==> src/rtl/core/csmc_pkg.sv <==
// shared types, constants and helpers for the counting scale mode controller
package csmc_pkg;

    localparam int CNT_W            = 23;
    localparam int WEIGHT_BITS_DEF  = 24;
    localparam logic [CNT_W-1:0] MAX_CNT        = 23'h7FFFFF;
    localparam logic [CNT_W-1:0] MIN_SAMPLE_RST = 23'd1000;

    typedef enum logic [1:0] {
        CMD_READ   = 2'd0,
        CMD_TARE   = 2'd1,
        CMD_SAMPLE = 2'd2,
        CMD_TOGGLE = 2'd3
    } t_cmd;

    typedef enum logic [1:0] {
        MODE_WEIGH = 2'd0,
        MODE_COUNT = 2'd1,
        MODE_ERROR = 2'd2
    } t_mode;

    typedef enum logic [3:0] {
        ST_INIT           = 4'd0,
        ST_OVERLOAD       = 4'd1,
        ST_NO_PIECE       = 4'd2,
        ST_UNSTABLE       = 4'd3,
        ST_STABLE_COUNT   = 4'd4,
        ST_STABLE_WEIGH   = 4'd5,
        ST_TARING         = 4'd6,
        ST_SAMPLE_SET     = 4'd7,
        ST_UNSTABLE_REJ   = 4'd8,
        ST_TOO_LOW        = 4'd9,
        ST_WEIGH_MODE     = 4'd10,
        ST_COUNT_MODE     = 4'd11
    } t_status;

    typedef enum logic [1:0] {
        S_IDLE = 2'd0,
        S_DIV  = 2'd1,
        S_CNT  = 2'd2,
        S_OUT  = 2'd3
    } t_state;

    typedef struct packed {
        logic accept;
        logic div_step;
        logic cnt_wr;
        logic load_out;
    } t_ctl_cmd;

    typedef struct packed {
        logic need_div;
    } t_dp_stat;

    // quotient/numerator length of the count divider
    function automatic int f_div_len(input int wb);
        f_div_len = ((wb > CNT_W) ? wb : CNT_W) + 1;
    endfunction

endpackage

==> src/rtl/core/counting_scale_mode_controller.sv <==
// top level of the counting scale mode controller
// sequence: an item that needs no count division goes from accept straight to the output load;
//   a stable counting reading is first divided by the piece weight (quotient DIV_LEN =
//   max(WEIGHT_BITS, 23) + 1 bits, 25 by default), then its count is written before the load
// throughput: one item at a time; the restoring divider gives one quotient bit per cycle
// the next item is taken while the previous result still waits in the output register
// reset (synchronous, active low): weighing mode, zero piece weight and count,
//   status init, minimum sample weight 1000 mg
module counting_scale_mode_controller #(
    parameter int WEIGHT_BITS = csmc_pkg::WEIGHT_BITS_DEF
) (
    input  logic                          i_clk,
    input  logic                          i_rst_n,
    // command items
    input  logic                          i_in_valid,
    output logic                          o_in_stall,
    input  logic [1:0]                    i_command,
    input  logic signed [WEIGHT_BITS-1:0] i_weight,
    input  logic                          i_stable,
    input  logic                          i_overload,
    // result items
    output logic                          o_out_valid,
    input  logic                          i_out_stall,
    output logic [1:0]                    o_mode,
    output logic [csmc_pkg::CNT_W-1:0]    o_item_count,
    output logic [3:0]                    o_status,
    output logic                          o_tare_request,
    output logic                          o_save_request,
    output logic [csmc_pkg::CNT_W-1:0]    o_piece_weight_out,
    // minimum sample weight register write
    input  logic                          i_cfg_valid,
    output logic                          o_cfg_ready,
    input  logic [csmc_pkg::CNT_W-1:0]    i_cfg_data
);

    csmc_pkg::t_ctl_cmd ctl_cmd;
    csmc_pkg::t_dp_stat dp_stat;

    // the register is a plain flop, a write is always taken
    assign o_cfg_ready = 1'b1;

    // sequencer: accept, divide, write count, load output
    csmc_ctrl #(
        .WEIGHT_BITS (WEIGHT_BITS)
    ) u_ctrl (
        .i_clk       (i_clk),
        .i_rst_n     (i_rst_n),
        .i_in_valid  (i_in_valid),
        .o_in_stall  (o_in_stall),
        .o_out_valid (o_out_valid),
        .i_out_stall (i_out_stall),
        .i_stat      (dp_stat),
        .o_cmd       (ctl_cmd)
    );

    // state, decode, divider and output register
    csmc_dp #(
        .WEIGHT_BITS (WEIGHT_BITS)
    ) u_dp (
        .i_clk              (i_clk),
        .i_rst_n            (i_rst_n),
        .i_cmd              (ctl_cmd),
        .o_stat             (dp_stat),
        .i_command          (i_command),
        .i_weight           (i_weight),
        .i_stable           (i_stable),
        .i_overload         (i_overload),
        .i_cfg_wr           (i_cfg_valid & o_cfg_ready),
        .i_cfg_data         (i_cfg_data),
        .o_mode             (o_mode),
        .o_item_count       (o_item_count),
        .o_status           (o_status),
        .o_tare_request     (o_tare_request),
        .o_save_request     (o_save_request),
        .o_piece_weight_out (o_piece_weight_out)
    );

endmodule

==> src/rtl/core/csmc_ctrl.sv <==
// controller state machine: sequences accept, divide, count write and output load
module csmc_ctrl #(
    parameter int WEIGHT_BITS = csmc_pkg::WEIGHT_BITS_DEF
) (
    input  logic               i_clk,
    input  logic               i_rst_n,
    input  logic               i_in_valid,
    output logic               o_in_stall,
    output logic               o_out_valid,
    input  logic               i_out_stall,
    input  csmc_pkg::t_dp_stat i_stat,
    output csmc_pkg::t_ctl_cmd o_cmd
);

    localparam int DIV_LEN = csmc_pkg::f_div_len(WEIGHT_BITS);
    localparam int STEP_W  = $clog2(DIV_LEN);

    csmc_pkg::t_state r_state, n_state;
    logic [STEP_W-1:0] r_step, n_step;
    logic              r_out_valid, n_out_valid;
    logic              out_free;
    logic              last_step;

    assign out_free  = !r_out_valid || !i_out_stall;
    assign last_step = (r_step == STEP_W'(DIV_LEN - 1));

    // next state
    always_comb begin
        n_state = r_state;
        unique case (r_state)
            csmc_pkg::S_IDLE: begin
                if (i_in_valid) begin
                    n_state = i_stat.need_div ? csmc_pkg::S_DIV : csmc_pkg::S_OUT;
                end
            end
            csmc_pkg::S_DIV: begin
                if (last_step) begin
                    n_state = csmc_pkg::S_CNT;
                end
            end
            csmc_pkg::S_CNT: begin
                n_state = csmc_pkg::S_OUT;
            end
            csmc_pkg::S_OUT: begin
                if (out_free) begin
                    n_state = csmc_pkg::S_IDLE;
                end
            end
            default: n_state = csmc_pkg::S_IDLE;
        endcase
    end

    // outputs
    always_comb begin
        o_cmd      = '0;
        o_in_stall = 1'b1;
        n_step     = r_step;
        unique case (r_state)
            csmc_pkg::S_IDLE: begin
                o_in_stall   = 1'b0;
                o_cmd.accept = i_in_valid;
                n_step       = '0;
            end
            csmc_pkg::S_DIV: begin
                o_cmd.div_step = 1'b1;
                n_step         = r_step + 1'b1;
            end
            csmc_pkg::S_CNT: begin
                o_cmd.cnt_wr = 1'b1;
            end
            csmc_pkg::S_OUT: begin
                o_cmd.load_out = out_free;
            end
            default: o_cmd = '0;
        endcase
    end

    always_comb begin
        n_out_valid = r_out_valid;
        if (o_cmd.load_out) begin
            n_out_valid = 1'b1;
        end else if (r_out_valid && !i_out_stall) begin
            n_out_valid = 1'b0;
        end
    end

    always_ff @(posedge i_clk) begin
        if (!i_rst_n) begin
            r_state     <= csmc_pkg::S_IDLE;
            r_step      <= '0;
            r_out_valid <= 1'b0;
        end else begin
            r_state     <= n_state;
            r_step      <= n_step;
            r_out_valid <= n_out_valid;
        end
    end

    assign o_out_valid = r_out_valid;

    a_accept_blocks: assert property (@(posedge i_clk) disable iff (!i_rst_n)
        (i_in_valid && !o_in_stall) |=> o_in_stall)
        else $error("second item taken while the first is still in work");

    a_load_free: assert property (@(posedge i_clk) disable iff (!i_rst_n)
        o_cmd.load_out |-> (!r_out_valid || !i_out_stall))
        else $error("output register overwritten while its item waits");

    a_step_range: assert property (@(posedge i_clk) disable iff (!i_rst_n)
        (r_state == csmc_pkg::S_DIV) |-> (r_step <= STEP_W'(DIV_LEN - 1)))
        else $error("divider step count out of range");

    a_valid_source: assert property (@(posedge i_clk) disable iff (!i_rst_n)
        $rose(o_out_valid) |-> ($past(r_state) == csmc_pkg::S_OUT))
        else $error("result shown without an output load");

endmodule

==> src/rtl/core/csmc_dp.sv <==
// datapath: mode/count/status state, command decode, count divider, output register
module csmc_dp #(
    parameter int WEIGHT_BITS = csmc_pkg::WEIGHT_BITS_DEF
) (
    input  logic                          i_clk,
    input  logic                          i_rst_n,
    input  csmc_pkg::t_ctl_cmd            i_cmd,
    output csmc_pkg::t_dp_stat            o_stat,
    input  logic [1:0]                    i_command,
    input  logic signed [WEIGHT_BITS-1:0] i_weight,
    input  logic                          i_stable,
    input  logic                          i_overload,
    input  logic                          i_cfg_wr,
    input  logic [csmc_pkg::CNT_W-1:0]    i_cfg_data,
    output logic [1:0]                    o_mode,
    output logic [csmc_pkg::CNT_W-1:0]    o_item_count,
    output logic [3:0]                    o_status,
    output logic                          o_tare_request,
    output logic                          o_save_request,
    output logic [csmc_pkg::CNT_W-1:0]    o_piece_weight_out
);

    localparam int CW      = csmc_pkg::CNT_W;
    localparam int DIV_LEN = csmc_pkg::f_div_len(WEIGHT_BITS);
    localparam int EXT_W   = DIV_LEN + 1;
    localparam int DVS_W   = CW + 1;

    // architectural state
    csmc_pkg::t_mode             r_mode, n_mode;
    csmc_pkg::t_status           r_status, n_status;
    logic [CW-1:0]               r_piece, n_piece;
    logic [CW-1:0]               r_count, n_count;
    logic signed [WEIGHT_BITS-1:0] r_last_w, n_last_w;
    logic                        r_last_st, n_last_st;
    logic [CW-1:0]               r_min;
    logic                        r_tare, n_tare;
    logic                        r_save, n_save;

    // divider
    logic [DIV_LEN-1:0]          r_quo;
    logic [DVS_W-1:0]            r_rem;
    logic [DVS_W-1:0]            r_dvs;
    logic [DVS_W:0]              rem_sh;
    logic [DVS_W:0]              rem_sub;
    logic                        q_bit;
    logic [CW-1:0]               quo_sat;

    // evaluator
    csmc_pkg::t_cmd              cmd;
    logic                        ev_en;
    logic signed [WEIGHT_BITS-1:0] ev_w;
    logic                        ev_st;
    logic                        ev_ov;
    logic [CW-1:0]               ev_piece;
    csmc_pkg::t_mode             ev_mode_in;
    csmc_pkg::t_mode             ev_mode;
    csmc_pkg::t_status           ev_status;
    logic                        ev_zero;
    logic                        ev_div;
    logic signed [EXT_W-1:0]     w2;
    logic signed [EXT_W-1:0]     p_ext;
    logic signed [EXT_W-1:0]     num_sum;
    logic                        half_ok;
    logic signed [EXT_W-1:0]     last_ext;
    logic                        sample_ok;
    logic                        last_over;
    logic [CW-1:0]               piece_new;

    assign cmd = csmc_pkg::t_cmd'(i_command);

    // sample candidate from the stored reading
    assign last_ext  = EXT_W'(r_last_w);
    assign sample_ok = r_last_st && (last_ext >= $signed(EXT_W'({1'b0, r_min})));
    assign last_over = last_ext > $signed(EXT_W'({1'b0, csmc_pkg::MAX_CNT}));
    assign piece_new = last_over ? csmc_pkg::MAX_CNT : CW'(r_last_w);

    // evaluator operand select
    always_comb begin
        ev_w       = r_last_w;
        ev_st      = r_last_st;
        ev_ov      = 1'b0;
        ev_piece   = r_piece;
        ev_mode_in = csmc_pkg::MODE_COUNT;
        case (cmd)
            csmc_pkg::CMD_READ: begin
                ev_w       = i_weight;
                ev_st      = i_stable;
                ev_ov      = i_overload;
                ev_mode_in = r_mode;
            end
            csmc_pkg::CMD_SAMPLE: begin
                ev_st    = 1'b1;
                ev_piece = piece_new;
            end
            default: ev_w = r_last_w;
        endcase
    end

    assign w2      = EXT_W'(ev_w) <<< 1;
    assign p_ext   = $signed(EXT_W'({1'b0, ev_piece}));
    assign half_ok = (w2 >= p_ext);
    assign num_sum = w2 + p_ext;

    // reading evaluation
    always_comb begin
        ev_zero = 1'b0;
        ev_div  = 1'b0;
        if (ev_ov) begin
            ev_mode   = csmc_pkg::MODE_ERROR;
            ev_status = csmc_pkg::ST_OVERLOAD;
            ev_zero   = 1'b1;
        end else begin
            if (ev_mode_in == csmc_pkg::MODE_ERROR) begin
                ev_mode = (ev_piece > CW'(1)) ? csmc_pkg::MODE_COUNT : csmc_pkg::MODE_WEIGH;
            end else begin
                ev_mode = ev_mode_in;
            end
            if (ev_mode == csmc_pkg::MODE_COUNT && ev_st) begin
                if (ev_piece > CW'(1) && half_ok) begin
                    ev_div = 1'b1;
                end else begin
                    ev_zero = 1'b1;
                end
            end else if (ev_mode == csmc_pkg::MODE_WEIGH) begin
                ev_zero = 1'b1;
            end
            if (!ev_st) begin
                ev_status = csmc_pkg::ST_UNSTABLE;
            end else if (ev_mode == csmc_pkg::MODE_COUNT && ev_piece == '0) begin
                ev_status = csmc_pkg::ST_NO_PIECE;
            end else if (ev_mode == csmc_pkg::MODE_COUNT) begin
                ev_status = csmc_pkg::ST_STABLE_COUNT;
            end else begin
                ev_status = csmc_pkg::ST_STABLE_WEIGH;
            end
        end
    end

    // command decode
    always_comb begin
        n_mode    = r_mode;
        n_status  = r_status;
        n_piece   = r_piece;
        n_count   = r_count;
        n_last_w  = r_last_w;
        n_last_st = r_last_st;
        n_tare    = 1'b0;
        n_save    = 1'b0;
        ev_en     = 1'b0;
        if (cmd == csmc_pkg::CMD_READ) begin
            ev_en     = 1'b1;
            n_last_w  = i_weight;
            n_last_st = i_stable;
        end else if (r_mode != csmc_pkg::MODE_ERROR) begin
            unique case (cmd)
                csmc_pkg::CMD_TARE: begin
                    n_tare   = 1'b1;
                    n_status = csmc_pkg::ST_TARING;
                end
                csmc_pkg::CMD_SAMPLE: begin
                    if (sample_ok) begin
                        n_piece = piece_new;
                        n_save  = piece_new > CW'(1);
                        ev_en   = 1'b1;
                    end else if (!r_last_st) begin
                        n_status = csmc_pkg::ST_UNSTABLE_REJ;
                    end else begin
                        n_status = csmc_pkg::ST_TOO_LOW;
                    end
                end
                csmc_pkg::CMD_TOGGLE: begin
                    case (r_mode)
                        csmc_pkg::MODE_COUNT: begin
                            n_mode   = csmc_pkg::MODE_WEIGH;
                            n_count  = '0;
                            n_status = csmc_pkg::ST_WEIGH_MODE;
                        end
                        csmc_pkg::MODE_WEIGH: begin
                            if (r_piece > CW'(1)) begin
                                ev_en = 1'b1;
                            end else begin
                                n_status = csmc_pkg::ST_NO_PIECE;
                            end
                        end
                        default: n_mode = r_mode;
                    endcase
                end
                default: n_mode = r_mode;
            endcase
        end
        if (ev_en) begin
            n_mode   = ev_mode;
            n_status = ev_status;
            if (ev_zero) begin
                n_count = '0;
            end
        end
    end

    assign o_stat.need_div = ev_en && ev_div;

    // restoring divider, one quotient bit per cycle
    assign rem_sh  = {r_rem, r_quo[DIV_LEN-1]};
    assign q_bit   = rem_sh >= {1'b0, r_dvs};
    assign rem_sub = rem_sh - {1'b0, r_dvs};
    assign quo_sat = (|r_quo[DIV_LEN-1:CW]) ? csmc_pkg::MAX_CNT : r_quo[CW-1:0];

    always_ff @(posedge i_clk) begin
        if (!i_rst_n) begin
            r_mode    <= csmc_pkg::MODE_WEIGH;
            r_status  <= csmc_pkg::ST_INIT;
            r_piece   <= '0;
            r_count   <= '0;
            r_last_w  <= '0;
            r_last_st <= 1'b0;
            r_min     <= csmc_pkg::MIN_SAMPLE_RST;
        end else begin
            if (i_cfg_wr) begin
                r_min <= i_cfg_data;
            end
            if (i_cmd.accept) begin
                r_mode    <= n_mode;
                r_status  <= n_status;
                r_piece   <= n_piece;
                r_count   <= n_count;
                r_last_w  <= n_last_w;
                r_last_st <= n_last_st;
            end else if (i_cmd.cnt_wr) begin
                r_count <= quo_sat;
            end
        end
    end

    always_ff @(posedge i_clk) begin
        if (i_cmd.accept) begin
            r_tare <= n_tare;
            r_save <= n_save;
            r_quo  <= num_sum[DIV_LEN-1:0];
            r_rem  <= '0;
            r_dvs  <= {ev_piece, 1'b0};
        end else if (i_cmd.div_step) begin
            r_quo <= {r_quo[DIV_LEN-2:0], q_bit};
            r_rem <= q_bit ? rem_sub[DVS_W-1:0] : rem_sh[DVS_W-1:0];
        end
    end

    // output register
    always_ff @(posedge i_clk) begin
        if (i_cmd.load_out) begin
            o_mode             <= r_mode;
            o_item_count       <= r_count;
            o_status           <= r_status;
            o_tare_request     <= r_tare;
            o_save_request     <= r_save;
            o_piece_weight_out <= r_piece;
        end
    end

endmodule

==> config.mk <==
export PLATFORM = sky130hd
export DESIGN_NAME = counting_scale_mode_controller
export DESIGN_NICKNAME = d
export VERILOG_FILES = /design/src/rtl/core/csmc_pkg.sv /design/src/rtl/core/counting_scale_mode_controller.sv /design/src/rtl/core/csmc_ctrl.sv /design/src/rtl/core/csmc_dp.sv
export SDC_FILE = /design/constraint.sdc
export NUM_CORES = 1
export LEC_CHECK = 0
export BUFFER_PORTS_ARGS = -buffer_cell sky130_fd_sc_hd__buf_2
export CORE_MARGIN = 3
export CORE_UTILIZATION = 61
export DETAILED_ROUTE_END_ITERATION = 7
export PLACE_DENSITY_LB_ADDON = 0.25
export SYNTH_ARGS = -nofsm -noshare
export SYNTH_HDL_FRONTEND = slang
export SYNTH_SLANG_ARGS = --single-unit
==> constraint.sdc <==
create_clock -name i_clk -period 5.5 [get_ports i_clk]
set_clock_uncertainty 0.2 [all_clocks]
set_input_delay 1.375 -clock i_clk [delete_from_list [all_inputs] [get_ports i_clk]]
set_output_delay 1.375 -clock i_clk [all_outputs]
set_load 0.005 [all_outputs]
==> results.md <==
* Final ANT Viol Nets at 0
* Via/cell ratio at 5.87
* Mapped Area at 13200 um^2
* Peak VDD IR at 0.285 mV
* Final setup fails at 0
* Total Wirelength at 33100 um
* Rows at 53
* Initial antenna violation count at 0
* Avg WL per Cell at 18.4 um
* Boundary Pins at 113
* NetSw at 2.32 mW
* Layout cells sized above 1 at 0.146
* # diodes at 0
* CTS tree: built
* Setup_tns at 0 ns
* Clock group share of total power at 0.268
* Syn. warnings at 0
* Fmax achieved at 213 MHz
* Status: complete, no violations
* Pwr Density at 444 nW/um^2
* FILL cells at 1630
* DR vias at 10500
* RSZ-0062 raised after global routing: false
* CTS H-tree depth at 1
* Critical path data required time at 5.77 ns
* Cell-internal power at 4.27 mW
* Syn avg cell area at 9.37 um^2
* Main synth FF type: dfxtp_1
* Register share of total power at 0.385
* Root Buffer: clkbuf_16
* Global-route wire length before repair at 53500 um
* Clock transition at path regs at 0.06 ns
* CP Capture Type: flop
* Worst setup SP type: input port
* P_leak at 6.47 nW
* Fin nets at 1656
* Asr flop ratio synth at 0
* Synth unique cells at 81
* Relative slew slack at 0.263
* Worst slack, placed at 0.279 ns
* Die Wd at 153 um
* Logic pwr share at 0.347
* Max incr delay on CP at 0.39 ns
* Clk Latency, worst-skew pair at 0.53 ns
* Area of the multi-input gates at 6720 um^2
* Worst path slowest cell: mux2_2
* CP Max Fanout at 27
* Largest net degree at the start of global routing at 70
* Worst path cell trace: buf_2 > nor2b_2 > buf_12 > mux2_2 > ha_1 > o311a_1 > o311a_1 > a2111oi_2 > o21ai_1 > a21o_1 > a221oi_4 > buf_4 > o221a_2
* R2r worst-path depth at 13
* Max_cap viols at 0
* Port bufs at 111
* Setup CP Type: in2reg
* HP Class: reg2reg
* Drt pass-1 iters at 5
* Hold depth at 0
* Worst-margin pin slew at 1.10 ns
* Clock Sinks at 236
* CTS Buf Count at 26
* Overflow after GRT at 0
* Worst Path Arrival at 4.96 ns
* Initial core utilization at 0.623
* HPWL Detailed at 24100 um
* Seq cells post-synth at 236
* Number of flops mapped to enable cells by yosys at 104
* Post-route setup slack at 0.803 ns
* Sw frac at 0.352
* Final min period at 4.70 ns
* Final hold vios at 0
* Hold-fix buffers at CTS at 0
* Crit path top cell by count: o311a_1
* Core Region at 21200 um^2
* Syn_nets at 1562
* # resized after CTS at 0
* Post-synthesis sequential area ratio at 0.437
* Total GRT Usage at 0.277
* Initial DRC count at 834
* Vias in the first global route at 10200
* Die height at 153 um
* Clock buffer depth at 3
* Area delta synth->final at 12.6%
* Final Wtd Congestion at 0.947
* Reg area at 5770 um^2
* DRC Markers at 0
* Die area at 23400 um^2
* Tcrit/Tclk final at 0.854
* Postcts setup bufs at 0
* Slew Limit Fails at 0
* Gate Count Post-Synth at 1407
## sequential cells by signal, summed over array words and instances, names as in the netlist, 2 cells and up
register	cells
u_ctrl.r_state	2
u_dp.r_quo	25
u_dp.r_dvs	23
u_dp.r_last_w	24
u_dp.r_status	4
u_dp.o_piece_weight_out	23
u_dp.r_rem	24
u_dp.o_mode	2
u_dp.r_mode	2
u_dp.r_min	23
u_dp.o_item_count	23
u_dp.r_count	23
u_ctrl.r_step	5
u_dp.o_status	4
u_dp.r_piece	23
## cell usage after synthesis (16+ instances only)
cell	instances	share of area
nand2b_1	17	0.0081
mux2i_1	76	0.058
and2_1	26	0.012
inv_1	110	0.031
dfxtp_1	132	0.20
nor3_1	16	0.0061
clkbuf_1	49	0.014
nand2_1	176	0.050
xnor2_1	22	0.015
nor2_1	141	0.040
edfxtp_1	104	0.24
o21ai_0	67	0.025
a21oi_1	92	0.035
ha_1	97	0.092
## per-layer routing
metal	routed length, um	track usage
met5	0	0
met4	944	0.0793
met3	1900	0.0306
met1	14600	0.385
met2	15700	0.460
## power by group through the flow
| stage | sequential [mW] | clock (mW) | combinational [mW] |
|---|---|---|---|
| finish | 2.54 | 1.77 | 2.29 |
| global route | 2.57 | 1.86 | 2.55 |
| CTS | 2.53 | 1.78 | 2.28 |
| detailed placement | 2.56 | 0 | 2.26 |
| global placement | 2.55 | 0 | 2.19 |
| floorplan | 2.46 | 0 | 1.76 |
## worst paths after layout
check	end	start	slack (ns)
worst max-delay path	u_dp.r_count[7]	i_command[1]	0.80
worst min-delay path	u_dp.o_status[1]	u_dp.r_status[1]	0.23
worst max register to register	u_dp.r_quo[23]	u_dp.r_last_w[0]	1.80
worst min register to register	u_dp.o_status[1]	u_dp.r_status[1]	0.23
## area by class of cell
type / count / share of cell area
Sequential cell: 236 / 0.388
Clock buffer: 36 / 0.0491
Tap cell: 275 / 0.0232
Clock inverter: 12 / 0.00936
Multi-Input combinational cell: 995 / 0.453
Inverter: 112 / 0.0283
Timing Repair Buffer: 130 / 0.0487
## worst max-delay path: cells and delay by family
kind | cells | cell delay, ns
compound gates | 7 | 1.88
fa+ha+maj | 1 | 0.39
buf+inv | 3 | 0.69
mux | 1 | 0.39
simple gates | 1 | 0.20
## cells by family after synthesis
logic type                 after synthesis  share of synthesized area
xor gates and xnor gates                35                     0.0232
other                                    1                   0.000284
DFF                                    236                      0.437
adders and majority gates               99                     0.0951
buffers and inverters                  176                     0.0548
and+or+nand+nor                        466                      0.163
AOI/OAI and AO/OA                      305                      0.157
muxes                                   89                     0.0696
## through the flow
stage / instance area (um^2) / hold WS, ns / power, mW / std cells / utilization
final: 14800 / 0.226 / 6.59 / 1796 / 0.702
after detailed placement: 14000 / 0.213 / 4.82 / 1748 / 0.661
after CTS: 14800 / 0.227 / 6.60 / 1796 / 0.702
after global routing: 14800 / 0.246 / 6.98 / 1796 / 0.702
after global placement: 14000 / 0.208 / 4.74 / 1748 / 0.661
after floorplan: 13200 / 0.200 / 4.23 / 1407 / -
## cells in the final DEF, fill, tap and decap left out, drive strengths merged, types with 5 or more instances in the layout
master,Yosys,layout
o211ai,14,14
o21a,14,14
nand2b,18,18
a21o,15,15
inv,112,113
a21oi,92,92
or2,5,5
edfxtp,104,104
nand4,10,10
xnor2,22,22
or4,5,5
or3,9,9
o221a,23,23
o311a,5,5
nand2,176,176
ha,97,97
buf,15,130
a211oi,8,8
a221oi,6,6
clkbuf,49,36
a31oi,10,10
dfxtp,132,132
nor2b,7,7
mux2i,77,77
o21ai,71,71
clkinv,0,7
and2,26,26
nor3,17,17
nand3,15,15
o211a,5,5
mux2,12,12
nor2,142,142
xor2,13,13
nor4,15,15
Power figures use the tool's default switching activity.
